### src/rtl/hmm_scaled_forward_macros.svh
// Assertion macros for the scaled HMM forward block.
// Used by the top level only; no other dependencies.
`ifndef HMM_SCALED_FORWARD_MACROS_SVH
`define HMM_SCALED_FORWARD_MACROS_SVH

// Implication checked on every rising clock edge outside reset.
`define HSF_ASSERT_IMP(lbl, clk, rst, ante, cons) \
   lbl: assert property (@(posedge clk) disable iff (rst) (ante) |-> (cons)) \
      else $error("hmm_scaled_forward check failed");

// Next-cycle implication checked outside reset.
`define HSF_ASSERT_NEXT(lbl, clk, rst, ante, cons) \
   lbl: assert property (@(posedge clk) disable iff (rst) (ante) |=> (cons)) \
      else $error("hmm_scaled_forward check failed");

`endif

### src/rtl/hsf_pkg.sv
// Shared constants and types for the scaled HMM forward block.
// No dependencies.
`timescale 1ns / 1ps
`default_nettype none
package hsf_pkg;
   localparam int MaxStates   = 8;
   localparam int NumSymbols  = 16;
   localparam int StW         = $clog2(MaxStates);
   localparam int SymW        = $clog2(NumSymbols);
   localparam int ProbW       = 17;
   localparam int SumW        = 24;
   localparam int LlW         = 32;
   localparam int TransDepth  = MaxStates * MaxStates;
   localparam int EmitDepth   = MaxStates * NumSymbols;
   localparam int TransAw     = $clog2(TransDepth);
   localparam int EmitAw      = $clog2(EmitDepth);
   localparam logic [31:0] Ln2Q32 = 32'd2977044472;

   localparam logic [1:0] KIND_TRANS = 2'd0;
   localparam logic [1:0] KIND_EMIT  = 2'd1;
   localparam logic [1:0] KIND_INIT  = 2'd2;
   localparam logic [1:0] KIND_OBS   = 2'd3;

   // Request to the arithmetic datapath.
   typedef struct packed {
      logic                first;
      logic [SymW-1:0]     sym;
   } step_req_type;
endpackage
`default_nettype wire

### src/rtl/hsf_log.sv
// Natural log of x/65536 in Q16.16 by iterative squaring, one bit per step.
// Depends on hsf_pkg.
`timescale 1ns / 1ps
`default_nettype none
module hsf_log (
   input  wire logic                     clock,
   input  wire logic                     reset,
   input  wire logic                     start,
   input  wire logic [hsf_pkg::SumW-1:0] x,
   output logic                          done,
   output logic signed [hsf_pkg::LlW-1:0] ln_out
);
   localparam logic [2:0] L_IDLE = 3'd0;
   localparam logic [2:0] L_MSB  = 3'd1;
   localparam logic [2:0] L_SQ   = 3'd2;
   localparam logic [2:0] L_MUL  = 3'd3;
   localparam logic [2:0] L_DONE = 3'd4;
   localparam int LlWt = 22;

   logic [2:0]  st_ff, st_in;
   logic [4:0]  k_ff, k_in;
   logic [31:0] m_ff, m_in;
   logic [15:0] frac_ff, frac_in;
   logic [4:0]  bit_ff, bit_in;
   logic [23:0] x_ff;
   logic signed [LlWt-1:0] l2;
   logic [LlWt-1:0] mag_l2;
   logic [63:0] prod_ff, prod_in;
   logic        neg_ff, neg_in;
   logic [63:0] sq;
   logic [4:0]  kk;
   logic signed [hsf_pkg::LlW-1:0] res_ff, res_in;

   always_comb begin
      kk = '0;
      for (int b = 0; b < hsf_pkg::SumW; b++) begin
         if (x_ff[b]) begin
            kk = 5'(b);
         end
      end
   end

   assign sq = 64'(m_ff) * 64'(m_ff);
   assign l2 = LlWt'(signed'({1'b0, k_ff})) * 22'sd65536 - 22'sd1048576
             + LlWt'(signed'({1'b0, frac_ff}));
   assign mag_l2 = l2[LlWt-1] ? LlWt'(-l2) : LlWt'(l2);

   always_comb begin
      st_in   = st_ff;
      k_in    = k_ff;
      m_in    = m_ff;
      frac_in = frac_ff;
      bit_in  = bit_ff;
      prod_in = prod_ff;
      neg_in  = neg_ff;
      res_in  = res_ff;
      unique case (st_ff)
         L_IDLE: begin
            if (start) begin
               st_in = L_MSB;
            end
         end
         L_MSB: begin
            k_in    = kk;
            m_in    = 32'({8'd0, x_ff} << (5'd30 - kk));
            frac_in = '0;
            bit_in  = 5'd15;
            st_in   = L_SQ;
         end
         L_SQ: begin
            if (sq[61]) begin
               m_in = sq[62:31];
               frac_in = frac_ff | (16'd1 << bit_ff[3:0]);
            end else begin
               m_in = sq[61:30];
            end
            if (bit_ff == 5'd0) begin
               st_in = L_MUL;
            end else begin
               bit_in = bit_ff - 5'd1;
            end
         end
         L_MUL: begin
            neg_in  = l2[LlWt-1];
            prod_in = 64'(mag_l2) * 64'(hsf_pkg::Ln2Q32) + 64'h8000_0000;
            st_in   = L_DONE;
         end
         L_DONE: begin
            res_in = neg_ff ? -signed'(prod_ff[63:32]) : signed'(prod_ff[63:32]);
            st_in  = L_IDLE;
         end
         default: st_in = L_IDLE;
      endcase
   end

   always_ff @(posedge clock) begin
      if (reset) begin
         st_ff <= L_IDLE;
      end else begin
         st_ff <= st_in;
      end
      k_ff    <= k_in;
      m_ff    <= m_in;
      frac_ff <= frac_in;
      bit_ff  <= bit_in;
      prod_ff <= prod_in;
      neg_ff  <= neg_in;
      res_ff  <= res_in;
      if (start) begin
         x_ff <= x;
      end
   end

   assign done   = (st_ff == L_DONE);
   assign ln_out = res_in;
endmodule
`default_nettype wire

### config.mk
export PLATFORM = sky130hd
export DESIGN_NAME = hsf_log
export DESIGN_NICKNAME = d
export VERILOG_FILES = /design/src/rtl/hmm_scaled_forward_macros.svh /design/src/rtl/hsf_pkg.sv /design/src/rtl/hsf_log.sv
export SDC_FILE = /design/constraint.sdc
export NUM_CORES = 2
export LEC_CHECK = 0
export BUFFER_PORTS_ARGS = -buffer_cell sky130_fd_sc_hd__buf_2
export CAP_MARGIN = 20
export CORE_MARGIN = 2
export CORE_UTILIZATION = 55
export CTS_CLUSTER_SIZE = 12
export DETAILED_ROUTE_END_ITERATION = 12
export GPL_ROUTABILITY_DRIVEN = 0
export PLACE_DENSITY = 0.71
export SETUP_SLACK_MARGIN = 0.05
export SYNTH_ARGS = -nofsm -noshare
export SYNTH_HDL_FRONTEND = slang
export SYNTH_SLANG_ARGS = --single-unit
export TNS_END_PERCENT = 30
### constraint.sdc
create_clock -name clock -period 18.5 [get_ports clock]
set_input_delay 0.925 -clock clock [delete_from_list [all_inputs] [get_ports clock]]
set_output_delay 0.925 -clock clock [all_outputs]
set_load 0.03 [all_outputs]
### Yosys cells after proc, flatten, opt, wreduce, memory -nomap -nowiden

Cells that the tools add are included.

* logic and storage cells: 70
* output and inout bits: 33
* memories kept: 0
* input bits: 27
* RAM bits: 0
* latch bits: 0
* flip-flop bits (word level): 182
* bits in read-only memories: 0

* reductions and logical operators: 6
* bitwise operators: 1
* equal/unequal tests: 8
* order comparisons: 0
* add/sub/neg operators: 7
* mux-type cells: 35
* shift operators: 2
* $mul: 2
* divide/modulo/power cells: 0

Operator list (count)
* $mux W5: 23
* $mux W32: 3
* $pmux W32 S2: 1
* $mul A32 B32 Y63: 1
* $add A54 B32 Y55 const B: 1
* $mul A22 B29 Y51 const B: 1
* $neg A32 Y32: 1
* $pmux W16 S2: 1
* $shl A24 B5 Y32: 1
* $add A22 B17 Y22: 1
* $mux W22: 1
* $neg A22 Y22: 1
* $sub A21 B21 Y22 const B: 1
* $mux W16: 1
* $or A16 B16 Y16: 1
* $shl A1 B4 Y16 const A: 1
* $pmux W3 S4: 1
* $pmux W5 S2: 1
* $ne A2 B2 Y1 const B: 4
* $eq A3 B2 Y1 const B: 2
* $mux W3: 2
* $reduce_and A2 Y1: 3
* $logic_not A5 Y1: 1
* $sub A5 B1 Y5 const B: 1
* other kinds (6): 6

### Depth between registers and ports, before layout

* depth after elaboration: 26
* depth in mapped cells: 41

### Least setup slack after synthesis

No wires, ideal clock.

* path type: register -> register
* start point: register frac_ff[0]
* end point: register prod_ff[53] (data pin)
* data arrival time: 9533 ps
* library setup time: 258 ps
* clock period less this slack: 9792 ps
* slack: 8708 ps
* cell stages (with the launch flop): 40
* path buffers: 2
* cells stage by stage: edfxtp_1 > inv_1 > ha_1 > inv_1 > nor4_1 > nand2_1 > nor2_1 > nor4b_1 > inv_1 > ha_1 > inv_1 > ha_1 > clkbuf_1 > fa_1 > xor2_1 > ha_1 > a21o_1 > fa_1 > [... 4 more ...] > inv_1 > fa_1 > inv_1 > ha_1 > nand4_1 > or3_4 > or4_4 > a211oi_4 > o21ai_1 > and4bb_4 > nor4_4 > and3_4 > nand2_2 > or2_1 > buf_6 > a2111o_1 > a211oi_2 > xnor2_1

* cells in the longest elaborated chain, start to end: 5

RTL lines
* from (decl): line hsf_log.sv:23 `logic [15:0] frac_ff, frac_in;`
* from (signal assigned): line hsf_log.sv:104 `frac_ff <= frac_in;`
* $add A22 B17 Y22 (*): line hsf_log.sv:45 `+ LlWt'(signed'({1'b0, frac_ff}));`
* $neg A22 Y22: line hsf_log.sv:46 `assign mag_l2 = l2[LlWt-1] ? LlWt'(-l2) : LlWt'(l2);`
* $mux W22 (*): line hsf_log.sv:46
* $mul A22 B29 Y51 (*): line hsf_log.sv:85 `prod_in = 64'(mag_l2) * 64'(hsf_pkg::Ln2Q32) + 64'h8000_0000;`
* $add A54 B32 Y55 (*): line hsf_log.sv:85
* to (signal assigned): line hsf_log.sv:106 `prod_ff <= prod_in;`
* to (decl): line hsf_log.sv:28 `logic [63:0] prod_ff, prod_in;`

Mark *: on every way between the ends. The rest lies on a longest branch, timed or not.
A chain may end at the register's enable or synchronous reset.

### Final worst setup path

Ends and elaborated chain as after synthesis.

==> flow_summary_export.csv <==
group,metric,value,unit
routing,drcViolationCount,0,
global_routing,antenna_found_initial,1,
sta,setup-tns-final,0,ns
routing,vias_per_cell,5.381,
clocking,cts_tree,"done",
sta,max-slew-margin-rel,0.2180,
critical_path,crit_path_start_kind,"register",
critical_path,worstPathRequired,18.74,ns
yosys,syn_inst,4978,
critical_path,cp-end-kind,"register",
clocking,cts_resized,0,
clocking,ctsHoldBuffers,0,
global_routing,overflow,0,
job,drv_cap,0,
clocking,clock_sinks,141,
sta,final-setup-viol-count,0,
clocking,clk-insertion-delay-late,0.48,ns
critical_path,crit_path_max_incr_delay,0.74,ns
floorplan,initial_core_util,0.5527,
clocking,cts_buffers,17,
yosys,ys_seq_area_frac,0.08292,
clocking,clk_path_buf_depth,2,
routing,wire_per_inst,18.89,um
floorplan,dieWidth,295.8,um
critical_path,critPathKind,"reg2reg",
cells_and_area,syn2layout_area_growth,4.502,%
critical_path,critPathMaxFanout,9,
sta,worst_pin_slew,1.173,ns
sta,period_share,0.5941,
placed_design,dpl.hpwl,94680,um
yosys,ys_ff_latch,141,
sta,period_minus_slack,10.99,ns
yosys,yosys-top-cells-count,"1382 x inv_1, 1024 x fa_1, 515 x ha_1",
yosys,synth_top_area_share,0.4377,
placed_design,numPortBuffers,59,
sta,drv_slew,0,
global_routing,grt_usage,0.2779,
yosys,synth.most_common_cell,"inv_1",
routing,drtIter0Drc,2190,
critical_path,worstPathArrival,11.23,ns
routing,via_count,32830,
floorplan,die_area,87500,um2
floorplan,coreArea,84750,um2
clocking,h-tree-depth,4,
yosys,netlist_area,46830,um2
yosys,synth_area_leaders,"fa_1 44%, ha_1 14%, inv_1 11%",
sta,skew,0.01807,ns
yosys,synthFlopType,"edfxtp_1",
routing,dr.pass1.iters,5,
global_routing,grt_pass1_vias,35220,
cells_and_area,antenna_cells,0,
yosys,ys_warn_count,0,
floorplan,die_h,295.8,um
sta,rsz0062_at_grt,"false",
outcome,outcome,"completed",
critical_path,worst-path-buf-inv,6,
hold_path,hold_class,"reg2reg",
global_routing,grt_start_max_net_pins,57,
critical_path,crit_slowest_cell,"nor4_1",
clocking,post-cts-setup-buffers,0,
sta,clock.fmax,0.09098,GHz
routing,wl,115300,um
routing,drtAntennaViolNets,0,
cells_and_area,nNetsFinal,6511,
critical_path,cp_top_family,"adder cells",
yosys,synthArstFlopShare,0,
cells_and_area,drive_gt1_frac,0.03812,
floorplan,row_count,107,
yosys,synth_edf_count,106,
yosys,synth_cell_types,91,
floorplan,ios,60,
clocking,ctsRootBufferMaster,"clkbuf_16",
sta,hold_viol,0,
global_routing,grt_first_pass_wirelength,187500,um
yosys,synth_top_area_cell,"fa_1",
clocking,clk_pin_slew_worst_paths,0.08,ns
yosys,avgSynthCellArea,9.408,um2
flip-flops by register name (all words and copies together) (netlist names):
signal,flops
bit_ff,5
frac_ff,16
k_ff,5
m_ff,32
neg_ff,1
prod_ff,23
res_ff,32
st_ff,3
x_ff,24
cell usage in the layout (no fill, tap or decap), types with 34 or more instances in the layout:
| master | netlist | final |
|---|---|---|
| inv_1 | 1382 | 1382 |
| xnor2_1 | 68 | 65 |
| mux2i_1 | 65 | 65 |
| ha_1 | 515 | 515 |
| edfxtp_1 | 106 | 106 |
| xor2_1 | 74 | 73 |
| a21o_1 | 70 | 70 |
| buf_2 | 3 | 59 |
| nand3_1 | 34 | 34 |
| o21ai_0 | 118 | 117 |
| nand2_1 | 416 | 416 |
| nor2_1 | 184 | 183 |
| dfxtp_1 | 35 | 35 |
| and2_1 | 197 | 197 |
| buf_4 | 0 | 46 |
| a21oi_1 | 152 | 152 |
| fa_1 | 1024 | 1024 |
worst paths after layout:
kind	slack, ns	startpoint	end	cells past startpoint
worst max-delay path	7.51	frac_ff[0]	prod_ff[53]	33
worst min-delay path	0.45	res_ff[24]	res_ff[24]	1
worst max register to register	7.51	frac_ff[0]	prod_ff[53]	33
worst min register to register	0.45	res_ff[24]	res_ff[24]	1
kinds of logic after synthesis:
| kind of cell | share of synthesized area |
|---|---|
| mux | 0.01630 |
| xor+xnor | 0.02655 |
| other cells | 0.00008007 |
| fa+ha+maj | 0.5753 |
| simple gates | 0.1026 |
| buf+inv | 0.1246 |
| flops | 0.08292 |
| compound gates | 0.07168 |
metal layers:
layer | vias to the layer above | track usage | part of all wire
met3 | 218 | 0.04916 | 0.067
met4 | 0 | 0.08629 | 0.032
li1 | 15040 | - | -
met1 | 16630 | 0.3737 | 0.42
met5 | - | 0 | 0
met2 | 950 | 0.4601 | 0.48
stage by stage:
step	setup slack, ns	utilization	hold WS (ns)	area (um2)	instances
after floorplan	8.708	-	0.5351	46850	4983
after global placement	7.901	0.5705	0.4268	48350	6070
after detailed placement	7.640	0.5705	0.4344	48350	6070
after CTS	7.628	0.5775	0.4497	48940	6102
after global routing	6.667	0.5775	0.4635	48940	6102
final	7.509	0.5775	0.4469	48940	6102
worst register-to-register path, delay by kind of cell (launching register included):
kind                       cells  cell delay, ns
AOI/OAI and AO/OA              6            1.46
xor gates and xnor gates       2            0.42
adders and majority gates     10            4.34
buffers and inverters          6            0.74
DFF                            1            0.59
and+or+nand+nor                9            3.21
layout make-up:
class,count,area [um2]
clock buffer,17,425.4
clock inverter,15,170.2
fill,7441,35800
inverter,1390,5218
multi-input combinational,3290,37170
sequential,141,3884
tap,1144,1431
timing repair buffer,105,640.6
Power is left out: the tool's default activity adds up to more than one toggle a clock period on the data nets, which glitch-free logic cannot reach.
