**config.mk**
```make
export PLATFORM = sky130hd
export DESIGN_NAME = hsf_ram
export DESIGN_NICKNAME = d
export VERILOG_FILES = /design/src/rtl/hmm_scaled_forward_macros.svh /design/src/rtl/hsf_ram.sv
export SDC_FILE = /design/constraint.sdc
export NUM_CORES = 1
export LEC_CHECK = 0
export BUFFER_PORTS_ARGS = -buffer_cell sky130_fd_sc_hd__buf_4
export CORE_ASPECT_RATIO = 1.25
export CORE_MARGIN = 2
export CORE_UTILIZATION = 31
export DETAILED_ROUTE_END_ITERATION = 12
export GPL_ROUTABILITY_DRIVEN = 0
export SLEW_MARGIN = 30
export SYNTH_ARGS = -nofsm -noshare
export SYNTH_HDL_FRONTEND = slang
export SYNTH_SLANG_ARGS = --single-unit
```
**constraint.sdc**
```tcl
create_clock -name clock -period 4.2 [get_ports clock]
set_input_delay 0.63 -clock clock [delete_from_list [all_inputs] [get_ports clock]]
set_output_delay 0.63 -clock clock [all_outputs]
set_load 0.1 [all_outputs]
```
**src/rtl/hmm_scaled_forward_macros.svh**
```systemverilog
// Assertion macros for the scaled HMM forward block.
// Used by the top level only; no other dependencies.
`ifndef HMM_SCALED_FORWARD_MACROS_SVH
`define HMM_SCALED_FORWARD_MACROS_SVH

// Implication checked on every rising clock edge outside reset.
`define HSF_ASSERT_IMP(lbl, clk, rst, ante, cons) \
   lbl: assert property (@(posedge clk) disable iff (rst) (ante) |-> (cons)) \
      else $error("hmm_scaled_forward check failed");

// Next-cycle implication checked outside reset.
`define HSF_ASSERT_NEXT(lbl, clk, rst, ante, cons) \
   lbl: assert property (@(posedge clk) disable iff (rst) (ante) |=> (cons)) \
      else $error("hmm_scaled_forward check failed");

`endif

```
**src/rtl/hsf_ram.sv**
```systemverilog
// Generic single-port-write, single-port-read RAM, registered read.
// No dependencies.
`timescale 1ns / 1ps
`default_nettype none
module hsf_ram #(
   parameter int Width = 17,
   parameter int Depth = 64
) (
   input  wire logic                     clock,
   input  wire logic                     wr_en,
   input  wire logic [$clog2(Depth)-1:0] wr_addr,
   input  wire logic [Width-1:0]         wr_data,
   input  wire logic [$clog2(Depth)-1:0] rd_addr,
   output logic      [Width-1:0]         rd_data
);
   logic [Width-1:0] mem_ff [Depth];

   always_ff @(posedge clock) begin
      if (wr_en) begin
         mem_ff[wr_addr] <= wr_data;
      end
      rd_data <= mem_ff[rd_addr];
   end
endmodule
`default_nettype wire

```
[Word level (Yosys, flattened, before mapping)]
Memory sizes are Yosys's and may differ from the RTL's. A register that Yosys moved wholly into a read port is not among the register bits.
Index checks and enable logic that the tools add are counted.
Operators by class
  $add $sub $neg: 0
  multiply operators: 0
  divide/modulo/power cells: 0
  order comparisons: 0
  eq/ne operators: 0
  shift operators: 0
  multiplexer cells: 2
  bitwise logic cells: 0
  reduce and logical (&&, ||, !) cells: 0
Operators by type and width (count)
  $mux 1: 2
Word-level totals
  bits in registers: 0
  bits in latches: 0
  memory bits (writable): 1088
  ROM bits: 0
  input bits: 31
  output and inout bits: 17
  word-level logic and storage cells: 3
  memories: 1
Memories
  mem_ff: depth 64, width 17, rd ports 1, clocked after Yosys merged registers in 1, wr ports 1, line hsf_ram.sv:16  | logic [Width-1:0] mem_ff [Depth];

[Depth between registers and ports, before layout]
Gate-level depths: netlist of the first run.
  word-level depth: 2
  gate-level depth with buffers: 9
  gate-level depth less buffers: 5

[Least setup slack after synthesis of the first run]
OpenSTA, ideal clock, no wires.
  path kind: input to register
  start point: in wr_addr[3]
  end point: mem mem_ff[48][0], enable pin
  library setup time: 0.412 ns
  arrival time: 2.323 ns
  required time: 3.788 ns
  path slack: 1.465 ns
  stages: 4
  buffers on the path: 1
  path through: clkbuf_1 > nor2b_1 > nand4b_1 > nor3_1
RTL lines
  start: declaration: line hsf_ram.sv:11  | input wire logic [$clog2(Depth)-1:0] wr_addr,
  end: declaration: line hsf_ram.sv:16
No word-level cell before the write port.

==> run summary, run 1 <==
The flow ran to the end, and the final reports show no timing, DRC or antenna violations. Across the run, the number of max-cap violations was 0. The leakage power summed over all cells came out at 15.26 nW. CTS placed an instance of sky130_fd_sc_hd__clkbuf_16 at the clock tree root.

The worst setup path startpoint is rd_addr[1]. The final critical delay including setup and external delays is 2.617 ns. The first global-routing pass estimated 147900 um of wire. The layout filler cell count is around 12000. For this run, asynchronously set or reset flops after synthesis account for 0%. The width of the die is about 330 um. The layout overhead on the synthesized area came out at 14.82%. The initial antenna violation count is 3.

The count of buffer and inverter cells on the critical path came out at 2. Along the worst hold path, the cell count comes to 1. Entering global routing, the biggest net connects 77 pins. The number of endpoints failing setup at the final stage is 0. The total vias in the final route is about 20000. The pin slew with the least headroom to its limit is about 1.1 ns.

The initial core utilization is between 30% and 40%. The antenna diode instance count is 0. The launch instance of the worst register-to-register path is mem_ff[18][14]$_DFFE_PP_.

Using the TritonRoute via totals, the vias-per-cell ratio works out to between 5 and 6. When the netlist entered floorplanning its net count stood at roughly 2000. Synthesis instantiated 38 different standard cells from the library. The total CTS buffers is around 110.

The count of hold-fix buffers inserted at cts came out at 0. Timing would allow up to 382.2 MHz. The total count of max-transition violations in the final report is 0. The signal on the critical path passes through buf_6 -> buf_4 -> mux4_2 -> nor2_1 -> a221oi_1 -> o221ai_1 -> a211oi_1.

The total congestion overflow came out at 0. The final core utilization is roughly 36%. In the synthesized netlist the dominant register cell turns out to be sky130_fd_sc_hd__edfxtp_1. The post-synthesis area per instance came out at ~22 um2.

Setup repair after global routing left no endpoint under its margin. The worst-path cell with the longest stage delay is sky130_fd_sc_hd__buf_4. The number of routed nets with antenna violations came out at 0.

The top cell type's share of synthesized area is slightly below 80%. After detailed routing, the number of remaining DRC violations is 0. In the final design database the tool counted about 2100 nets. The count of mapped cells out of synthesis came out at approximately 2000. The sum of routed wire length over all layers is 103200 um. The via count of the first global-routing pass came out at slightly above 20000. Once placement finished, the instance area stood at around 45000 um2. For the worst setup path, the data arrival time is approximately 3.2 ns. The category of the worst setup path capture point is a flip-flop. The floorplan has roughly 150 rows. TritonCTS built the clock tree. The floorplan step set the die height to ~420 um. Once detailed placement completed, the half-perimeter wirelength came to approximately 61000 um. The number of failing hold endpoints at the final stage came to 0.

The number of top-level design ports came out at 48. The maximum number of buffers from clock root to sink came out at 3. The data required time of the worst path came out at approximately 4.8 ns. Counting cells, the worst reg-to-reg path comes to 5. The clock latency on the worst-skew pair came out at 0.69 ns. The classification of the worst setup path is input pin to flip-flop. The ratio of total power to cell area is about 480 nW/um2. The total standard cell area after synthesis came out at roughly 42000 um2. The number of synthesis warnings is 0.

The largest single stage delay on the critical path is 0.54 ns. The setup fix buffers added after clock tree synthesis came out at 0. In the post-synthesis netlist, the biggest area contributors are sky130_fd_sc_hd__edfxtp_1, sky130_fd_sc_hd__mux4_2, sky130_fd_sc_hd__mux2i_1. The first-pass detailed-route iteration total is 5. The sum of negative setup slack came out at 0 ns.

The count of flip-flops with a built-in enable after synthesis is 1088. The die area came out at between 100000 and 150000 um2. The sequential-to-total area share from yosys stat came out at 77.96%. In the final routed layout, each cell accounts on average for approximately 26 um. In this run the worst path has a maximum fanout of between 40 and 50.

Of all cell types, the one taking the most synthesized area is sky130_fd_sc_hd__edfxtp_1. In the finished design, the share of the clock period the worst path needs comes to between 60 and 70%. The total number of H-tree levels is 3. The kind of cell adding the most delay to the critical path is compound AO/OA/AOI/OAI gates.

The path class of the tightest hold or removal check is input pin to flip-flop. The worst setup path is launched from an input pin. The overall routing resource usage is 14.57%. Of the cells placed in the final design, the portion with a size suffix greater than 1 is between 20% and 30%.

The headroom to the max-slew limit is between 20% and 30%. During placement, the flow inserted port buffers numbering 47. The detailed router finished its first iteration with 2087 violations. The core area is approximately 140000 um2. Across the VDD grid, the largest voltage drop is approximately 290 uV. The synthesized flop and latch total is approximately 1100. In this run the most critical hold path is launched from wr_data[0].

The clock-pin slew on the worst setup and hold paths came out at ~0.060 ns. The total number of clock tree sinks is approximately 1100. In this run the number of cells on the critical path is 7.

Hold timing on the final database bottoms out at a slack of ~0.5 ns. The total non-filler cell area in the finished layout is between 40000 and 50000 um2. The clock arrives with 0.01879 ns of skew. The total of cells resized after clock tree synthesis is 0.
-- cell families (layout without fill, tap and decap cells) --
family / after synthesis / in the layout / synth area share (%)
flip-flops: 1105 / 1105 / 77.96
multiplexers: 356 / 356 / 14.83
AND/OR/NAND/NOR: 213 / 213 / 2.429
AO/OA/AOI/OAI: 165 / 165 / 3.097
buffers and inverters: 114 / 341 / 1.681
-- layer usage --
layer  track usage (%)  up-vias  share of wire [%]
li1                  -     8501                  -
met1             19.18    10840                 41
met2             24.97      706                 51
met3             1.993      142                5.7
met4             4.545        4                2.4
met5                 0        -              0.021
-- through the flow --
stage	std cells	setup slack [ns]	total power [mW]
after floorplan	1953	1.465	13.25
after global placement	3745	0.8682	13.79
after detailed placement	3745	0.8426	13.81
after CTS	3939	1.546	23.41
after global routing	3939	1.468	23.86
final	3939	1.583	23.22
-- state kept, by name (all words and copies together), names as in the netlist --
| signal | flops |
|---|---|
| mem_ff | 1088 |
| rd_data | 17 |
-- cell usage in the layout, fill, tap and decap left out, types with 15 or more instances in the layout --
cell | Yosys | final
sky130_fd_sc_hd__nand2_1 | 25 | 25
sky130_fd_sc_hd__a211oi_1 | 23 | 23
sky130_fd_sc_hd__clkbuf_1 | 44 | 21
sky130_fd_sc_hd__dfxtp_1 | 17 | 17
sky130_fd_sc_hd__clkinv_1 | 0 | 19
sky130_fd_sc_hd__clkbuf_16 | 0 | 107
sky130_fd_sc_hd__clkinv_2 | 0 | 16
sky130_fd_sc_hd__and3_1 | 15 | 15
sky130_fd_sc_hd__buf_4 | 17 | 136
sky130_fd_sc_hd__mux2i_1 | 128 | 128
sky130_fd_sc_hd__nor2_1 | 99 | 85
sky130_fd_sc_hd__edfxtp_1 | 1088 | 1088
sky130_fd_sc_hd__nor2b_1 | 25 | 22
sky130_fd_sc_hd__nand3_1 | 17 | 17
sky130_fd_sc_hd__a22oi_1 | 63 | 63
sky130_fd_sc_hd__a221oi_1 | 43 | 43
sky130_fd_sc_hd__mux4_2 | 216 | 216
-- where the power goes --
part	internal (mW)	total (mW)	switching, mW	leakage, nW
Clock	5.56	9.66	4.10	1.71
Combinational	0.407	1.30	0.890	3.62
Sequential	12.2	12.3	0.0489	9.93
Total	18.2	23.2	5.04	15.3
-- final timing paths --
check / end / slack (ns)
worst max register to register: rd_data[14]$_DFF_P_ / 2.21
worst min register to register: rd_data[15]$_DFF_P_ / 0.87
worst min-delay path: mem_ff[1][0]$_DFFE_PP_ / 0.51
worst max-delay path: rd_data[0]$_DFF_P_ / 1.58
-- area by class of cell --
cell class / instances / area (um2) / area share (%)
Inverter: 1 / 3.754 / 0.007720
Clock buffer: 128 / 2756 / 5.669
Clock inverter: 66 / 772.0 / 1.588
Timing Repair Buffer: 146 / 1202 / 2.473
Sequential cell: 1105 / 33010 / 67.90
Tap cell: 1759 / 2201 / 4.527
Multi-Input combinational cell: 734 / 8673 / 17.84
-- cells in the mapped netlist, types with 17 or more instances --
cell type / number
sky130_fd_sc_hd__edfxtp_1: 1088
sky130_fd_sc_hd__buf_2: 34
sky130_fd_sc_hd__mux2i_1: 128
sky130_fd_sc_hd__dfxtp_1: 17
sky130_fd_sc_hd__clkbuf_1: 44
sky130_fd_sc_hd__nor2_1: 99
sky130_fd_sc_hd__nand2_1: 25
sky130_fd_sc_hd__a211oi_1: 23
sky130_fd_sc_hd__a22oi_1: 63
sky130_fd_sc_hd__mux4_2: 216
sky130_fd_sc_hd__buf_4: 17
sky130_fd_sc_hd__a221oi_1: 43
sky130_fd_sc_hd__nand3_1: 17
sky130_fd_sc_hd__nor2b_1: 25
-- worst reg2reg max path, cell delays in order, from the launching register on --
cell and delay, ns:
sky130_fd_sc_hd__edfxtp_1 0.37, sky130_fd_sc_hd__mux4_2 0.45, sky130_fd_sc_hd__mux2i_1 0.39, sky130_fd_sc_hd__a22oi_1 0.22, sky130_fd_sc_hd__o221ai_1 0.27, sky130_fd_sc_hd__a211oi_2 0.14
(Power assumes the default switching activity.)
==> run 2, diff against run 1 <==
==> constraint.sdc (replaced) <==
create_clock -name clock -period 2.35 [get_ports clock]
set_input_delay 0.3525 -clock clock [delete_from_list [all_inputs] [get_ports clock]]
set_output_delay 0.3525 -clock clock [all_outputs]
set_load 0.1 [all_outputs]
==> run 2 against run 1 <==
Sequential power is 78% higher. Final area is 3.4% higher. Core utilization is 1.2 points higher. Die area stayed put. Routed wire length is 1.8% higher. Critical path type is now flip-flop to flip-flop. Global-route usage is 0.38 points higher. Largest power group unchanged. Cell count is 4.4% higher. Highest routed layer unchanged. Clock-buffer cell count is 18 higher.
==> run summary, run 2 (synthesis gave the netlist of run 1 again) <==
The flow ran to the end, and the final reports show no timing, DRC or antenna violations. Walking the worst path, the cells encountered are mux4_2 -> mux2i_1 -> buf_4 -> a22oi_1 -> o221ai_1 -> a211oi_1. The routed wirelength normalized by instance count came out at 25.55 um (-2.5%). The data arrival time at the worst-slack endpoint came out at 2.57 ns (-0.62 ns). The sum of routed wire length over all layers is 105100 um (+1.8%). The first-pass detailed-route iteration total is 7 (+2). The critical path depth in cells came out at 6 (-1). The maximum net fanout on the critical path is 1 (-98%). The power dissipated by switching net loads came out at 8.856 mW (+76%). The most common cell after layout, fill and taps aside is sky130_fd_sc_hd__edfxtp_1. The total CTS buffers came out at 107 (unchanged).

In the layout the commonest cells are sky130_fd_sc_hd__edfxtp_1, sky130_fd_sc_hd__buf_4, sky130_fd_sc_hd__mux4_2, sky130_fd_sc_hd__mux2i_1, sky130_fd_sc_hd__clkbuf_16. TritonCTS built the clock tree. The overall routing resource usage is 14.95% (+0.38 points). The cell depth of the worst flop-to-flop path came to 6 (+1). The residual DRC count came out at 0 (unchanged).

The tree is rooted in a sky130_fd_sc_hd__clkbuf_16. The delay of the slowest critical-path stage is 0.47 ns (-0.07 ns). The number of DRC violations after detailed-routing iteration 0 came out at 2095 (+0.38%). The initial antenna violation count came out at 13 (+10). The total of cells resized after clock tree synthesis came to 0 (unchanged). The count of hold-fix buffers inserted at cts is 0 (unchanged). The global-route wire length before repair came out at 152200 um (+2.9%). The leakage power summed over all cells came out at 16.18 nW (+6.1%).

The post-layout net count came out at 2292 (+7.8%). The number of failing hold endpoints at the final stage came to 0 (unchanged). The ratio of total power to cell area came out at 828.2 nW/um2 (+73%). The total number of H-tree levels was 3 (unchanged).

The placed wire-length estimate came to 65430 um (+7.3%). The number of endpoints failing setup at the final stage is 0 (unchanged). The worst setup path is captured at a flip-flop. The total congestion overflow is 0 (unchanged).

The max-capacitance violation count is 0 (unchanged). The clock latency on the worst-skew pair came out at 0.68 ns (about the same). The setup skew after layout is 0.03345 ns (+0.01466 ns). The vias per cell came out at 5.109 (-0.35%). The setup fix buffers added after clock tree synthesis is 0 (unchanged). The classification of the worst setup path is flip-flop to flip-flop. The path type of the worst min-delay path is input pin to flip-flop.

The layout cell share with drive strength beyond 1 is 30.23% (+4.9 points). The die area is 139600 um2 (unchanged). The chip height came out at 417.2 um (unchanged). The core area came out at 135500 um2 (unchanged). The number of routed nets with antenna violations is 0 (unchanged). The via count of the first global-routing pass came to 21900 (+5.8%). The worst hold slack is 0.2356 ns (-0.2715 ns). The data required time of the worst path came out at 2.89 ns (-1.89 ns). The layout overhead on the synthesized area came out at 18.77%.

The cell row count is 151 (unchanged). In the final layout, the registers with the most flip-flops are mem_ff: 1088 flops, rd_data: 17 flops. The final period utilization came out at between 80% and 90%.

The highest attainable clock frequency is about 490 MHz. The initial core utilization is 31.26% (unchanged). For this design, the slowest cell found on the critical path is sky130_fd_sc_hd__mux4_2. The number of top-level design ports is 48 (unchanged). The total number of clock tree sinks came out at 1105 (unchanged).

Setup repair after global routing left no endpoint under its margin. The share of total power in combinational logic came out at 6.3% (+0.7 points). The net switching share of the total power came to 21.26% (-0.45 points).

The width of the die was 334.6 um (unchanged). STA classifies the critical path startpoint as a flip-flop. The maximum number of buffers from clock root to sink came to 3 (unchanged). The count of buffer and inverter cells on the critical path was 1 (-1). The worst path needs roughly 2.0 ns of the cycle, external delays included. The sequential fraction of design power came out at 52.6% (-0.2 points). The worst-case vdd ir drop came out at 575.2 uV (+100%). The flip-flop count of the largest register, all copies and words added came out at 1088 (unchanged). The total power draw is 41.65 mW (+79%). The total vias in the final route is 21010 (+4.0%).

The total count of max-transition violations in the final report is 0 (unchanged). The clock-pin slew on the worst setup and hold paths came to 0.06 ns (about the same). The cell count of the worst hold path came out at 1 (unchanged). The register with the most flip-flops in the final layout is mem_ff.

The portion of total power attributed to the clock network came out at 41.1% (-0.5 points). The total internal power came out at 32.80 mW (+80%). The headroom to the max-slew limit came to 40.42% (+12 points).

The pin count of the biggest net entering global routing is 65 (-16%). The pin slew with the least headroom to its limit came out at 0.8937 ns (-0.1708 ns). Among cell families on the critical path, the largest total delay comes from multiplexers. The count of buffers inserted at the top-level ports was 47 (unchanged).
run 2: final cells by class:
cell class / instances / area, um2
Antenna cell: 4 / 10.01
Clock buffer: 146 / 2958
Clock inverter: 51 / 568.0
Fill cell: 12090 / 85170
Inverter: 1 / 3.754
Multi-Input combinational cell: 734 / 8666
Sequential cell: 1105 / 33010
Tap cell: 1759 / 2201
Timing Repair Buffer: 312 / 2874
run 2: worst register-to-register path, cell delays in order, from the launching register on:
cell and delay [ns]:
sky130_fd_sc_hd__edfxtp_1 0.36, sky130_fd_sc_hd__mux4_2 0.47, sky130_fd_sc_hd__mux2i_1 0.28, sky130_fd_sc_hd__buf_4 0.17
sky130_fd_sc_hd__a22oi_1 0.14, sky130_fd_sc_hd__o221ai_1 0.32, sky130_fd_sc_hd__a211oi_1 0.16
run 2: power groups by stage:
| stage | clock network, mW | registers (mW) | logic, mW |
|---|---|---|---|
| global route | 18.3 | 21.9 | 2.77 |
| detailed placement | 0 | 22.3 | 2.65 |
| finish | 17.1 | 21.9 | 2.62 |
| floorplan | 0 | 22.6 | 1.11 |
| global placement | 0 | 22.3 | 2.61 |
| CTS | 17.4 | 21.9 | 2.66 |
run 2: stage by stage:
stage	area, um2	TNS [ns]	util (%)	worst slack (ns)	instances
5_1_grt	50280	0	37.12	0.2618	4109
3_3_place_gp	46750	-3.257	34.51	-0.3076	3911
6_report	50290	0	37.13	0.3169	4112
2_1_floorplan	42350	-0.3702	-	-0.003676	1953
3_5_place_dp	46750	-3.309	34.51	-0.3459	3911
4_1_cts	50280	0	37.12	0.2715	4108
run 2: worst paths after layout:
kind                            startpoint                        to  slack (ns)
setup reg to reg  mem_ff[18][11]$_DFFE_PP_       rd_data[11]$_DFF_P_        0.32
hold reg to reg   mem_ff[40][14]$_DFFE_PP_       rd_data[14]$_DFF_P_        0.86
hold / removal                 wr_data[13]  mem_ff[19][13]$_DFFE_PP_        0.24
setup / recovery  mem_ff[18][11]$_DFFE_PP_       rd_data[11]$_DFF_P_        0.32
run 2: layer usage:
layer  track usage [%]  wire length (um)  vias to the layer above
li1                  -                 -                     8859
met1             18.36             40860                    11280
met2             26.52             55110                      674
met3             2.866              6281                      174
met4             4.614              2687                       22
met5                 0               146                        -
