### src/rtl/hmm_scaled_forward_macros.svh
// Assertion macros for the scaled HMM forward block.
// Used by the top level only; no other dependencies.
`ifndef HMM_SCALED_FORWARD_MACROS_SVH
`define HMM_SCALED_FORWARD_MACROS_SVH

// Implication checked on every rising clock edge outside reset.
`define HSF_ASSERT_IMP(lbl, clk, rst, ante, cons) \
   lbl: assert property (@(posedge clk) disable iff (rst) (ante) |-> (cons)) \
      else $error("hmm_scaled_forward check failed");

// Next-cycle implication checked outside reset.
`define HSF_ASSERT_NEXT(lbl, clk, rst, ante, cons) \
   lbl: assert property (@(posedge clk) disable iff (rst) (ante) |=> (cons)) \
      else $error("hmm_scaled_forward check failed");

`endif

### src/rtl/hsf_pkg.sv
// Shared constants and types for the scaled HMM forward block.
// No dependencies.
`timescale 1ns / 1ps
`default_nettype none
package hsf_pkg;
   localparam int MaxStates   = 8;
   localparam int NumSymbols  = 16;
   localparam int StW         = $clog2(MaxStates);
   localparam int SymW        = $clog2(NumSymbols);
   localparam int ProbW       = 17;
   localparam int SumW        = 24;
   localparam int LlW         = 32;
   localparam int TransDepth  = MaxStates * MaxStates;
   localparam int EmitDepth   = MaxStates * NumSymbols;
   localparam int TransAw     = $clog2(TransDepth);
   localparam int EmitAw      = $clog2(EmitDepth);
   localparam logic [31:0] Ln2Q32 = 32'd2977044472;

   localparam logic [1:0] KIND_TRANS = 2'd0;
   localparam logic [1:0] KIND_EMIT  = 2'd1;
   localparam logic [1:0] KIND_INIT  = 2'd2;
   localparam logic [1:0] KIND_OBS   = 2'd3;

   // Request to the arithmetic datapath.
   typedef struct packed {
      logic                first;
      logic [SymW-1:0]     sym;
   } step_req_type;
endpackage
`default_nettype wire

### src/rtl/hsf_divider.sv
// Restoring divider, one quotient bit per cycle: (num*65536 + den/2) / den.
// Depends on hsf_pkg.
`timescale 1ns / 1ps
`default_nettype none
module hsf_divider (
   input  wire logic                       clock,
   input  wire logic                       reset,
   input  wire logic                       start,
   input  wire logic [hsf_pkg::SumW-1:0]   num,
   input  wire logic [hsf_pkg::SumW-1:0]   den,
   output logic                            done,
   output logic      [hsf_pkg::ProbW-1:0]  quot
);
   localparam int DividendW = hsf_pkg::SumW + 17;
   localparam int CntW = $clog2(DividendW + 1);

   logic [DividendW-1:0]       dvd_ff, dvd_in;
   logic [hsf_pkg::SumW:0]     rem_ff, rem_in;
   logic [hsf_pkg::SumW-1:0]   den_ff;
   logic [DividendW-1:0]       q_ff, q_in;
   logic [CntW-1:0]            cnt_ff, cnt_in;
   logic                       busy_ff, busy_in, done_ff, done_in;
   logic [hsf_pkg::SumW:0]     trial;

   always_comb begin
      dvd_in  = dvd_ff;
      rem_in  = rem_ff;
      q_in    = q_ff;
      cnt_in  = cnt_ff;
      busy_in = busy_ff;
      done_in = 1'b0;
      trial   = {rem_ff[hsf_pkg::SumW-1:0], dvd_ff[DividendW-1]};
      if (start) begin
         dvd_in  = {1'b0, num, 16'd0} + DividendW'({1'b0, den} >> 1);
         rem_in  = '0;
         q_in    = '0;
         cnt_in  = CntW'(DividendW);
         busy_in = 1'b1;
      end else if (busy_ff) begin
         dvd_in = {dvd_ff[DividendW-2:0], 1'b0};
         if (trial >= {1'b0, den_ff}) begin
            rem_in = trial - {1'b0, den_ff};
            q_in   = {q_ff[DividendW-2:0], 1'b1};
         end else begin
            rem_in = trial;
            q_in   = {q_ff[DividendW-2:0], 1'b0};
         end
         cnt_in = cnt_ff - 1'b1;
         if (cnt_ff == CntW'(1)) begin
            busy_in = 1'b0;
            done_in = 1'b1;
         end
      end
   end

   always_ff @(posedge clock) begin
      if (reset) begin
         busy_ff <= 1'b0;
         done_ff <= 1'b0;
         cnt_ff  <= '0;
      end else begin
         busy_ff <= busy_in;
         done_ff <= done_in;
         cnt_ff  <= cnt_in;
      end
      dvd_ff <= dvd_in;
      rem_ff <= rem_in;
      q_ff   <= q_in;
      if (start) begin
         den_ff <= den;
      end
   end

   assign done = done_ff;
   assign quot = q_ff[hsf_pkg::ProbW-1:0];
endmodule
`default_nettype wire

### config.mk
export PLATFORM = sky130hd
export DESIGN_NAME = hsf_divider
export DESIGN_NICKNAME = d
export VERILOG_FILES = /design/src/rtl/hmm_scaled_forward_macros.svh /design/src/rtl/hsf_pkg.sv /design/src/rtl/hsf_divider.sv
export SDC_FILE = /design/constraint.sdc
export NUM_CORES = 1
export LEC_CHECK = 0
export BUFFER_PORTS_ARGS = -buffer_cell sky130_fd_sc_hd__buf_2
export CAP_MARGIN = 20
export CORE_MARGIN = 3
export CORE_UTILIZATION = 29
export CTS_CLUSTER_SIZE = 28
export DETAILED_ROUTE_END_ITERATION = 16
export PLACE_DENSITY_LB_ADDON = 0.1
export SYNTH_ARGS = -nofsm -noshare
export SYNTH_HDL_FRONTEND = slang
export SYNTH_SLANG_ARGS = --single-unit
### constraint.sdc
create_clock -name clock -period 3.3 [get_ports clock]
set_input_delay 0.165 -clock clock [delete_from_list [all_inputs] [get_ports clock]]
set_output_delay 0.165 -clock clock [all_outputs]
set_load 0.005 [all_outputs]
Word level (Yosys, flattened, before mapping) --
Cells that the tools add are included.
Cells by class: add/sub/neg operators 3, order comparisons 1, equal/unequal tests 1, muxes and demuxes 10, bitwise gates (word level) 1, reduce and logical (&&, ||, !) cells 3
Operators by type and width (number):
- 41-bit 2-to-1 mux | 2
- 40-bit by 23-bit adder with 41-bit output | 1
- 25-bit by 24-bit greater-or-equal comparator with 1-bit output | 1
- 24-bit 2-to-1 mux | 1
- 24-bit subtractor | 1
- 6-bit 2-to-1 mux | 2
- 6-bit by 1-bit equality test with 1-bit output (second input constant) | 1
- 6-bit by 1-bit subtractor with 6-bit output (second input constant) | 1
- 1-bit 2-to-1 mux | 5
- 3-bit OR reduction | 1
- 2-bit nonzero test | 1
- 2-bit OR reduction | 1
- 1-bit NOT | 1
Word-level totals: flip-flop bits (word level) 114, input port bits 51, output and inout bits 18, logic and storage cells 27

Longest topological paths before layout --
Gate-level depths: netlist of the first run.
depth after elaboration 4, mapped depth 12, mapped depth without buffers 10

Worst setup path after synthesis of the first run --
OpenSTA, ideal clock, no wires.
path kind register to register, start point register dvd_ff[40], end point register rem_ff[16] (netlist bit), setup time 0.091 ns, arrival 2.561 ns, required time 3.209 ns, slack 0.648 ns, cell stages (with the launch flop) 11, buffers on the path 0, period minus slack after synthesis 2.652 ns, cells stage by stage edfxtp_1 inv_1 ha_1 fa_1 nand2b_1 a21o_1 a211oi_2 o31ai_1 or4b_1 a41o_1 a311oi_1
Between the ends: longest elaborated chain between the ends 2, elaborated cells on any way between the ends 3, classes of those cells 1 x add/sub; 1 x order compare; 1 x mux
Ends and longest elaborated chain:
- start, declared | line hsf_divider.sv:17 | logic [DividendW-1:0] dvd_ff, dvd_in;
- start signal, assigned | line hsf_divider.sv:66 | dvd_ff <= dvd_in;
- 24-bit subtractor or 25-bit by 24-bit greater-or-equal comparator with 1-bit output (tied branches) | line hsf_divider.sv:42, hsf_divider.sv:41
- 24-bit 2-to-1 mux * | line hsf_divider.sv:41 | if (trial >= {1'b0, den_ff}) begin
- end signal, assigned | line hsf_divider.sv:67 | rem_ff <= rem_in;
- end, declared | line hsf_divider.sv:18 | logic [hsf_pkg::SumW:0] rem_ff, rem_in;
Mark *: on every way between the ends. The rest lies on a longest branch, timed or not. A chain may end at the register's enable or synchronous reset.

Worst setup path after layout of the first run --
Ends and elaborated chain as after synthesis.

==> flow_metrics.env, run 1 <==
export IMPL_dp_hpwl_um=10400
export IMPL_clock_sinks=114
export IMPL_nets=814
export IMPL_irDropWorstVdd_mv=0.305
export IMPL_synth_top_area_frac=0.300
export IMPL_ys_warnings_count=0
export IMPL_path_class="flop to flop"
export IMPL_synth_distinct_cells=66
export IMPL_hold_violations=0
export IMPL_synth_seq_cells=114
export IMPL_cp_max_fo=6
export IMPL_rows=54
export IMPL_synth_most_common_cell="nor2_1"
export IMPL_ctsLongestPathBuffers=2
export IMPL_synth_top_area_cell="edfxtp_1"
export IMPL_synth_edf_count=65
export IMPL_powerDensity_nw_per_um2=545
export IMPL_cap_violations=0
export IMPL_ys_top_cells_by_area="edfxtp_1 (30%), dfxtp_1 (15%), ha_1 (6.4%)"
export IMPL_synth_main_ff_cell="edfxtp_1"
export IMPL_status="finished, final reports clean"
export IMPL_route_detailed_drc=0
export IMPL_startpoint_type="flop"
export IMPL_setup_ws_ps=341
export IMPL_syn_area_per_cell_um2=10.2
export IMPL_ant_nets=0
export IMPL_worst_path_buf_inv=1
export IMPL_dr_first_iter_drc_count=187
export IMPL_cts_htree_levels=4
export IMPL_hold_buffers=24
export IMPL_synth_common_cells="nor2_1 (80), edfxtp_1 (65), dfxtp_1 (49)"
export IMPL_finalSetupTns_ps=0
export IMPL_async_flop_share=0
export IMPL_timing_final_crit_share=0.897
export IMPL_syn_instance_count=638
export IMPL_critPathSlowestCell="or4b_1"
export IMPL_area_growth_pct=22.8
export IMPL_grtUsageTotal=0.124
export IMPL_die_y_um=156
export IMPL_initial_core_util=0.297
export IMPL_cp_top_family="compound AO/OA/AOI/OAI gates"
export IMPL_drive_above_1_share=0.202
export IMPL_numPortBuffers=68
export IMPL_ios=69
export IMPL_arrival_ps=3280
export IMPL_synth_nets=724
export IMPL_overflow=0
export IMPL_core_um2=21900
export IMPL_critPathMaxStageDelay_ps=540
export IMPL_drt_total_wl_um=14800
export IMPL_grt_pass1_wl_um=24500
export IMPL_wl_per_cell_um=14.5
export IMPL_dpl_worst_slack_ps=347
export IMPL_slew_violations=0
export IMPL_fillers=2246
export IMPL_cts_tree="yes"
export IMPL_grt_max_degree=83
export IMPL_max_freq_mhz=338
export IMPL_rsz0062_at_grt="no"
export IMPL_antenna_found_initial=0
export IMPL_netlist_area_um2=6500
export IMPL_fin_crit_ps=2960
export IMPL_post_cts_resized=0
export IMPL_tightest_slew_ps=838
export IMPL_crit_chain="inv_1 > ha_1 > fa_1 > nand2b_1 > a21o_1 > a211oi_2 > o31ai_1 > or4b_1 > a41o_1 > a311oi_1"
export IMPL_clk_pin_slew_ps=60
export IMPL_vias=5015
export IMPL_cts_setup_buffers=0
export IMPL_design_die_area_um2=24200
export IMPL_root_buffer="clkbuf_16"
export IMPL_grt_pass1_vias=4877
export IMPL_hp_class="input port to flop"
export IMPL_regArea_um2=2930
export IMPL_setup_viol=0
export IMPL_place_gp_congestion=0.892
export IMPL_cts_buffers_inserted=17
export IMPL_num_antenna_cells=0
export IMPL_endpoint_kind="flop"
export IMPL_viasPerCell=4.91
export IMPL_multi_input_area_um2=3260
export IMPL_required_ps=3620
export IMPL_dr_pass1_iters=5
export IMPL_dieWidth_um=156
export IMPL_slew_headroom=0.436
export IMPL_finClkSkew_ps=14.7
export IMPL_ys_seq_area_frac=0.451
export IMPL_power_leakage_nw=3.25
export IMPL_insertion_delay_ps=420
==> sequential cells by signal, indices dropped and copies added, names as in the netlist <==
signal	cells
q_ff	17
done	1
dvd_ff	41
busy_ff	1
cnt_ff	6
den_ff	24
rem_ff	24
==> routing by layer <==
layer,share of wire,track usage
met1,0.50,0.167
met2,0.46,0.199
met3,0.031,0.0247
met4,0.015,0.0467
met5,0,0
==> final timing paths <==
| check | start | to | slack (ps) | depth (start not counted) |
|---|---|---|---|---|
| worst max-delay path | dvd_ff[40]$_DFFE_PP_ | rem_ff[16]$_SDFFE_PP0P_ | 340 | 10 |
| worst min-delay path | reset | cnt_ff[0]$_SDFFE_PP0P_ | 40 | 2 |
| worst max register to register | dvd_ff[40]$_DFFE_PP_ | rem_ff[16]$_SDFFE_PP0P_ | 340 | 10 |
| worst min register to register | cnt_ff[1]$_SDFFE_PP0P_ | cnt_ff[1]$_SDFFE_PP0P_ | 500 | 2 |
==> stage by stage <==
stage	std cells	instance area, um2	hold slack (ps)	utilization	total power (W)
6_report	1021	7980	35.2	0.364	0.00435
5_1_grt	1021	7980	39.7	0.364	0.00458
4_1_cts	1021	7980	8.05	0.364	0.00443
3_5_place_dp	965	7130	358	0.326	0.00249
3_3_place_gp	965	7130	353	0.326	0.00249
2_1_floorplan	638	6500	264	-	0.00229
==> cells by family after synthesis <==
kind of cell | after synthesis | synth area share
AOI/OAI and AO/OA | 134 | 0.149
xor gates and xnor gates | 37 | 0.0499
adders and majority gates | 35 | 0.0697
buffers and inverters | 71 | 0.0462
DFF | 114 | 0.451
muxes | 50 | 0.0816
and+or+nand+nor | 197 | 0.152
==> placed cells by master (no fill, tap or decap), types with 4 or more instances in the layout <==
master / n
buf_2: 67
buf_4: 10
nor2_1: 80
a31oi_1: 10
inv_1: 40
nand2b_1: 5
nor2b_1: 4
xnor2_1: 26
mux2i_1: 26
o21a_1: 6
xor2_1: 11
a21o_1: 11
nand3_1: 14
nand2_1: 23
ha_1: 33
nor3_1: 21
or3_1: 7
dlygate4sd3_1: 24
and3_1: 7
o31ai_1: 11
nor4_1: 7
a21oi_1: 33
mux2_2: 24
nand4_1: 6
edfxtp_1: 65
o21ai_0: 13
clkbuf_16: 19
dfxtp_1: 48
inv_6: 5
a211oi_1: 14
==> power by group <==
part           leakage, nW  switching [W]  internal, W
Clock                0.305       0.000721      0.00115
Combinational         1.90       0.000445     0.000343
Sequential            1.04      0.0000529      0.00164
Total                 3.25        0.00122      0.00313
==> cell type report <==
| cell class | count | share of cell area |
|---|---|---|
| multi-input combinational | 453 | 0.409 |
| sequential | 114 | 0.368 |
| timing repair buffer | 102 | 0.0841 |
| clock buffer | 19 | 0.0596 |
| tap | 280 | 0.0439 |
| inverter | 40 | 0.0188 |
| clock inverter | 13 | 0.0166 |
No activity file was read; power rests on OpenSTA's default activity.
==> run 2, diff against run 1 <==
Settings changed: RECOVER_POWER from default to 100.
==> run 2 against run 1 <==
Effect of this change:
- the flow now finishes with violations (capacitance limit, slew limit)
- fmax fell by 2.0%
- cell count is the same
- power is 0.14% lower
- clock skew barely moved
- sequential cell count unchanged
- non-clock buffer count unchanged
- die area did not move
- critical path depth did not move
- largest cell class unchanged
- highest routed layer unchanged
==> flow_metrics.env, run 2 (synthesis gave the netlist of run 1 again) <==
export IMPL_status="finished, violations left"
export IMPL_violations="capacitance limit, slew limit"
export IMPL_clk_pin_slew_ps=60
export IMPL_numPortBuffers=68
export IMPL_worstHoldStart="reset"
export IMPL_power_leakage_nw=3.15
export IMPL_required_ps=3590
export IMPL_hold_violations=0
export IMPL_initial_core_util=0.297
export IMPL_dpl_worst_slack_ps=347
export IMPL_crit_chain="inv_1 > ha_1 > fa_1 > nand2b_1 > a21o_1 > a211oi_2 > o31ai_1 > or4b_1 > a41o_1 > a311oi_1"
export IMPL_cap_violations=2
export IMPL_insertion_delay_ps=420
export IMPL_cp_top_family="compound AO/OA/AOI/OAI gates"
export IMPL_num_antenna_cells=0
export IMPL_clock_sinks=114
export IMPL_timing_final_crit_share=0.915
export IMPL_rows=54
export IMPL_hp_class="input port to flop"
export IMPL_grt_pass1_vias=4877
export IMPL_hold_path_depth=2
export IMPL_final_util=0.361
export IMPL_grtUsageTotal=0.124
export IMPL_setup_viol=0
export IMPL_route_detailed_drc=0
export IMPL_tightest_slew_ps=1990
export IMPL_slew_violations=119
export IMPL_top_register="dvd_ff"
export IMPL_layout_commonest_cell="nor2_1"
export IMPL_cts_htree_levels=4
export IMPL_overflow=0
export IMPL_post_cts_resized=0
export IMPL_dieWidth_um=156
export IMPL_r2r_end="rem_ff[16]$_SDFFE_PP0P_"
export IMPL_antenna_found_initial=0
export IMPL_die_y_um=156
export IMPL_vias=4990
export IMPL_finalSetupTns_ps=0
export IMPL_area_growth_pct=21.8
export IMPL_fin_crit_ps=3020
export IMPL_r2r_slack_ps=280
export IMPL_dr_first_iter_drc_count=176
export IMPL_nets=814
export IMPL_endpoint_kind="flop"
export IMPL_layout_common_cells="nor2_1 (80), edfxtp_1 (65), dfxtp_1 (49), inv_1 (40), buf_2 (40)"
export IMPL_grt_max_degree=83
export IMPL_worst_path_buf_inv=1
export IMPL_wl_per_cell_um=14.4
export IMPL_hold_buffers=24
export IMPL_hold_end="cnt_ff[0]$_SDFFE_PP0P_"
export IMPL_dr_pass1_iters=4
export IMPL_setup_ws_ps=281
export IMPL_root_buffer="clkbuf_16"
export IMPL_drt_total_wl_um=14700
export IMPL_top_regs="dvd_ff (41), den_ff (24), rem_ff (24)"
export IMPL_powerDensity_nw_per_um2=549
export IMPL_critPathSlowestCell="or4b_1"
export IMPL_ant_nets=0
export IMPL_startpoint="dvd_ff[40]$_DFFE_PP_"
export IMPL_grt_pass1_wl_um=24500
export IMPL_cp_max_fo=6
export IMPL_max_freq_mhz=331
export IMPL_irDropWorstVdd_mv=0.305
export IMPL_arrival_ps=3310
export IMPL_worstReg2RegStart="dvd_ff[40]$_DFFE_PP_"
export IMPL_drive_above_1_share=0.159
export IMPL_place_gp_congestion=0.892
export IMPL_cts_setup_buffers=0
export IMPL_largest_reg_flops=41
export IMPL_slew_headroom=-0.324
export IMPL_finClkSkew_ps=14.4
export IMPL_cts_buffers_inserted=17
export IMPL_design_die_area_um2=24200
export IMPL_startpoint_type="flop"
export IMPL_ctsLongestPathBuffers=2
export IMPL_cts_tree="yes"
export IMPL_viasPerCell=4.89
export IMPL_path_class="flop to flop"
export IMPL_ios=69
export IMPL_core_um2=21900
export IMPL_critPathMaxStageDelay_ps=540
export IMPL_dp_hpwl_um=10400
export IMPL_rsz0062_at_grt="no"
export IMPL_worst_r2r_path_depth=10
[run 2: cell type report]
type	count	area, um2
tap	280	350
inverter	40	150
fill	2264	14000
timing repair buffer	102	613
clock buffer	19	475
multi-input combinational	453	3260
clock inverter	13	133
sequential	114	2930
[run 2: layer usage]
| layer | vias to the layer above | wire length (um) | track usage | share of wire |
|---|---|---|---|---|
| li1 | 2534 | - | - | - |
| met1 | 2367 | 7350 | 0.167 | 0.50 |
| met2 | 74 | 6700 | 0.199 | 0.46 |
| met3 | 15 | 414 | 0.0247 | 0.028 |
| met4 | 0 | 228 | 0.0467 | 0.016 |
| met5 | - | 0 | 0 | 0 |
[run 2: through the flow]
stage | power [W] | cell area [um2] | hold WS [ps] | instances
global placement | 0.00249 | 7130 | 353 | 965
global route | 0.00457 | 7910 | 39.7 | 1021
floorplan | 0.00229 | 6500 | 264 | 638
finish | 0.00434 | 7910 | 36.2 | 1021
detailed placement | 0.00249 | 7130 | 358 | 965
CTS | 0.00443 | 7980 | 8.05 | 1021
[run 2: how the worst max path moves through the flow]
stage	to	slack, ps	cells past startpoint
after floorplan	rem_ff[16]$_SDFFE_PP0P_	650	10
after global placement	rem_ff[16]$_SDFFE_PP0P_	430	10
after detailed placement	rem_ff[16]$_SDFFE_PP0P_	350	10
after CTS	rem_ff[16]$_SDFFE_PP0P_	330	10
after global routing	rem_ff[13]$_SDFFE_PP0P_	90	10
final	rem_ff[16]$_SDFFE_PP0P_	280	10
[run 2: power breakdown]
part           total [W]  switching, W  internal, W
logic           0.000782      0.000444     0.000337
clock network    0.00187      0.000720      0.00115
registers        0.00169     0.0000526      0.00164
==> run 3, diff against run 2 <==
Settings changed: BUFFER_PORTS_ARGS -buffer_cell sky130_fd_sc_hd__buf_2 to -buffer_cell sky130_fd_sc_hd__buf_4.
==> run 3 against run 2 <==
Effect of this change:
- the flow still finishes with violations (capacitance limit, slew limit)
- die area stayed put
- design area is 1.6% higher
- utilization is 0.58 points higher
- routed wire length is 1.9% higher
- power is 1.7% lower
- critical path depth stayed put
- setup slack better by 71 ps
- clock skew is 3.5 ps lower
- cell count is 0.29% higher
- non-clock buffer count is 3 higher
- sequential cell count stayed put
- critical endpoint unchanged
==> flow_metrics.env, run 3 (synthesis gave the netlist of run 1 again) <==
export IMPL_num_antenna_cells=0
export IMPL_drive_above_1_share=0.172
export IMPL_irDropWorstVdd_mv=0.309
export IMPL_cp_max_fo=6
export IMPL_ant_nets=0
export IMPL_hold_violations=0
export IMPL_area_growth_pct=23.7
export IMPL_hold_path_depth=3
export IMPL_route_detailed_drc=0
export IMPL_finClkSkew_ps=11.0
export IMPL_clk_pin_slew_ps=60
export IMPL_design_die_area_um2=24200
export IMPL_cts_htree_levels=4
export IMPL_core_um2=21900
export IMPL_numPortBuffers=68
export IMPL_startpoint_type="flop"
export IMPL_dp_hpwl_um=10900
export IMPL_clock_sinks=114
export IMPL_viasPerCell=4.91
export IMPL_status="finished, violations left"
export IMPL_setup_viol=0
export IMPL_violations="capacitance limit, slew limit"
export IMPL_slew_headroom=-0.167
export IMPL_drt_total_wl_um=15000
export IMPL_tightest_slew_ps=1750
export IMPL_initial_core_util=0.297
export IMPL_cts_setup_buffers=0
export IMPL_vias=5029
export IMPL_hold_buffers=25
export IMPL_cap_violations=1
export IMPL_arrival_ps=3270
export IMPL_fin_crit_ps=2950
export IMPL_worst_r2r_path_depth=10
export IMPL_grtUsageTotal=0.130
export IMPL_place_gp_congestion=0.829
export IMPL_cts_tree="yes"
export IMPL_wl_per_cell_um=14.6
export IMPL_overflow=0
export IMPL_power_leakage_nw=3.20
export IMPL_placed_area_um2=7300
export IMPL_die_y_um=156
export IMPL_top_register="dvd_ff"
export IMPL_grt_pass1_wl_um=25400
export IMPL_path_class="flop to flop"
export IMPL_layout_common_cells="nor2_1 (80), edfxtp_1 (65), dfxtp_1 (48), inv_1 (40)"
export IMPL_required_ps=3620
export IMPL_largest_reg_flops=41
export IMPL_layout_commonest_cell="nor2_1"
export IMPL_grt_busiest_layer="met2"
export IMPL_grt_util_met1=0.176
export IMPL_grt_pass1_vias=5027
export IMPL_grt_max_degree=46
export IMPL_ios=69
export IMPL_use_met2=0.203
export IMPL_finalSetupTns_ps=0
export IMPL_hp_class="input port to flop"
export IMPL_final_area_um2=8040
export IMPL_powerDensity_nw_per_um2=532
export IMPL_rsz0062_at_grt="no"
export IMPL_dieWidth_um=156
export IMPL_insertion_delay_ps=420
export IMPL_dr_pass1_iters=5
export IMPL_nets=817
export IMPL_root_buffer="clkbuf_16"
export IMPL_rows=54
export IMPL_ctsLongestPathBuffers=2
export IMPL_dr_first_iter_drc_count=254
export IMPL_cts_buffers_inserted=17
export IMPL_antenna_found_initial=0
export IMPL_post_cts_resized=0
export IMPL_endpoint_kind="flop"
export IMPL_timing_final_crit_share=0.893
export IMPL_met3_usage=0.0319
export IMPL_top_regs="dvd_ff (41), den_ff (24), rem_ff (24)"
export IMPL_max_freq_mhz=339
export IMPL_slew_violations=40
export IMPL_whs_ps=139
-- run 3: path summary, 6_finish.rpt --
kind                      startpoint                      end  slack (ps)
min                          num[12]     dvd_ff[28]$_DFFE_PP_         140
min reg2reg  rem_ff[21]$_SDFFE_PP0P_  rem_ff[22]$_SDFFE_PP0P_         500
max reg2reg     dvd_ff[40]$_DFFE_PP_  rem_ff[16]$_SDFFE_PP0P_         350
max             dvd_ff[40]$_DFFE_PP_  rem_ff[16]$_SDFFE_PP0P_         350
-- run 3: critical path, stage by stage (launching register included) --
cell      delay [ps]
edfxtp_1         350
inv_1             50
ha_1             220
fa_1             400
nand2b_1         180
a21o_1           210
a211oi_2         250
o31ai_1          240
or4b_1           540
a41o_1           190
a311oi_1         230
-- run 3: metrics by stage --
step	power (W)	cells	setup WS [ps]	utilization
final	0.00427	1024	352	0.367
after global routing	0.00452	1024	121	0.367
after CTS	0.00436	1024	352	0.371
after detailed placement	0.00251	967	374	0.333
after global placement	0.00250	967	423	0.333
after floorplan	0.00229	638	648	-
-- run 3: final cells by class --
cell class	count	area, um2
fill	2254	13900
multi-input combinational	453	3240
clock buffer	25	507
clock inverter	7	72.6
sequential	114	2930
inverter	40	150
timing repair buffer	105	782
tap	280	350
-- run 3: layer usage --
metal	up-vias	part of all wire
met4	0	0.017
met1	2402	0.48
met5	-	0
met2	70	0.47
li1	2540	-
met3	17	0.031
-- run 3: where the power goes --
group	internal (W)	switching (W)	total, W
Clock	0.00114	0.000649	0.00179
Sequential	0.00164	0.0000541	0.00170
Combinational	0.000348	0.000440	0.000787
Total	0.00313	0.00114	0.00427
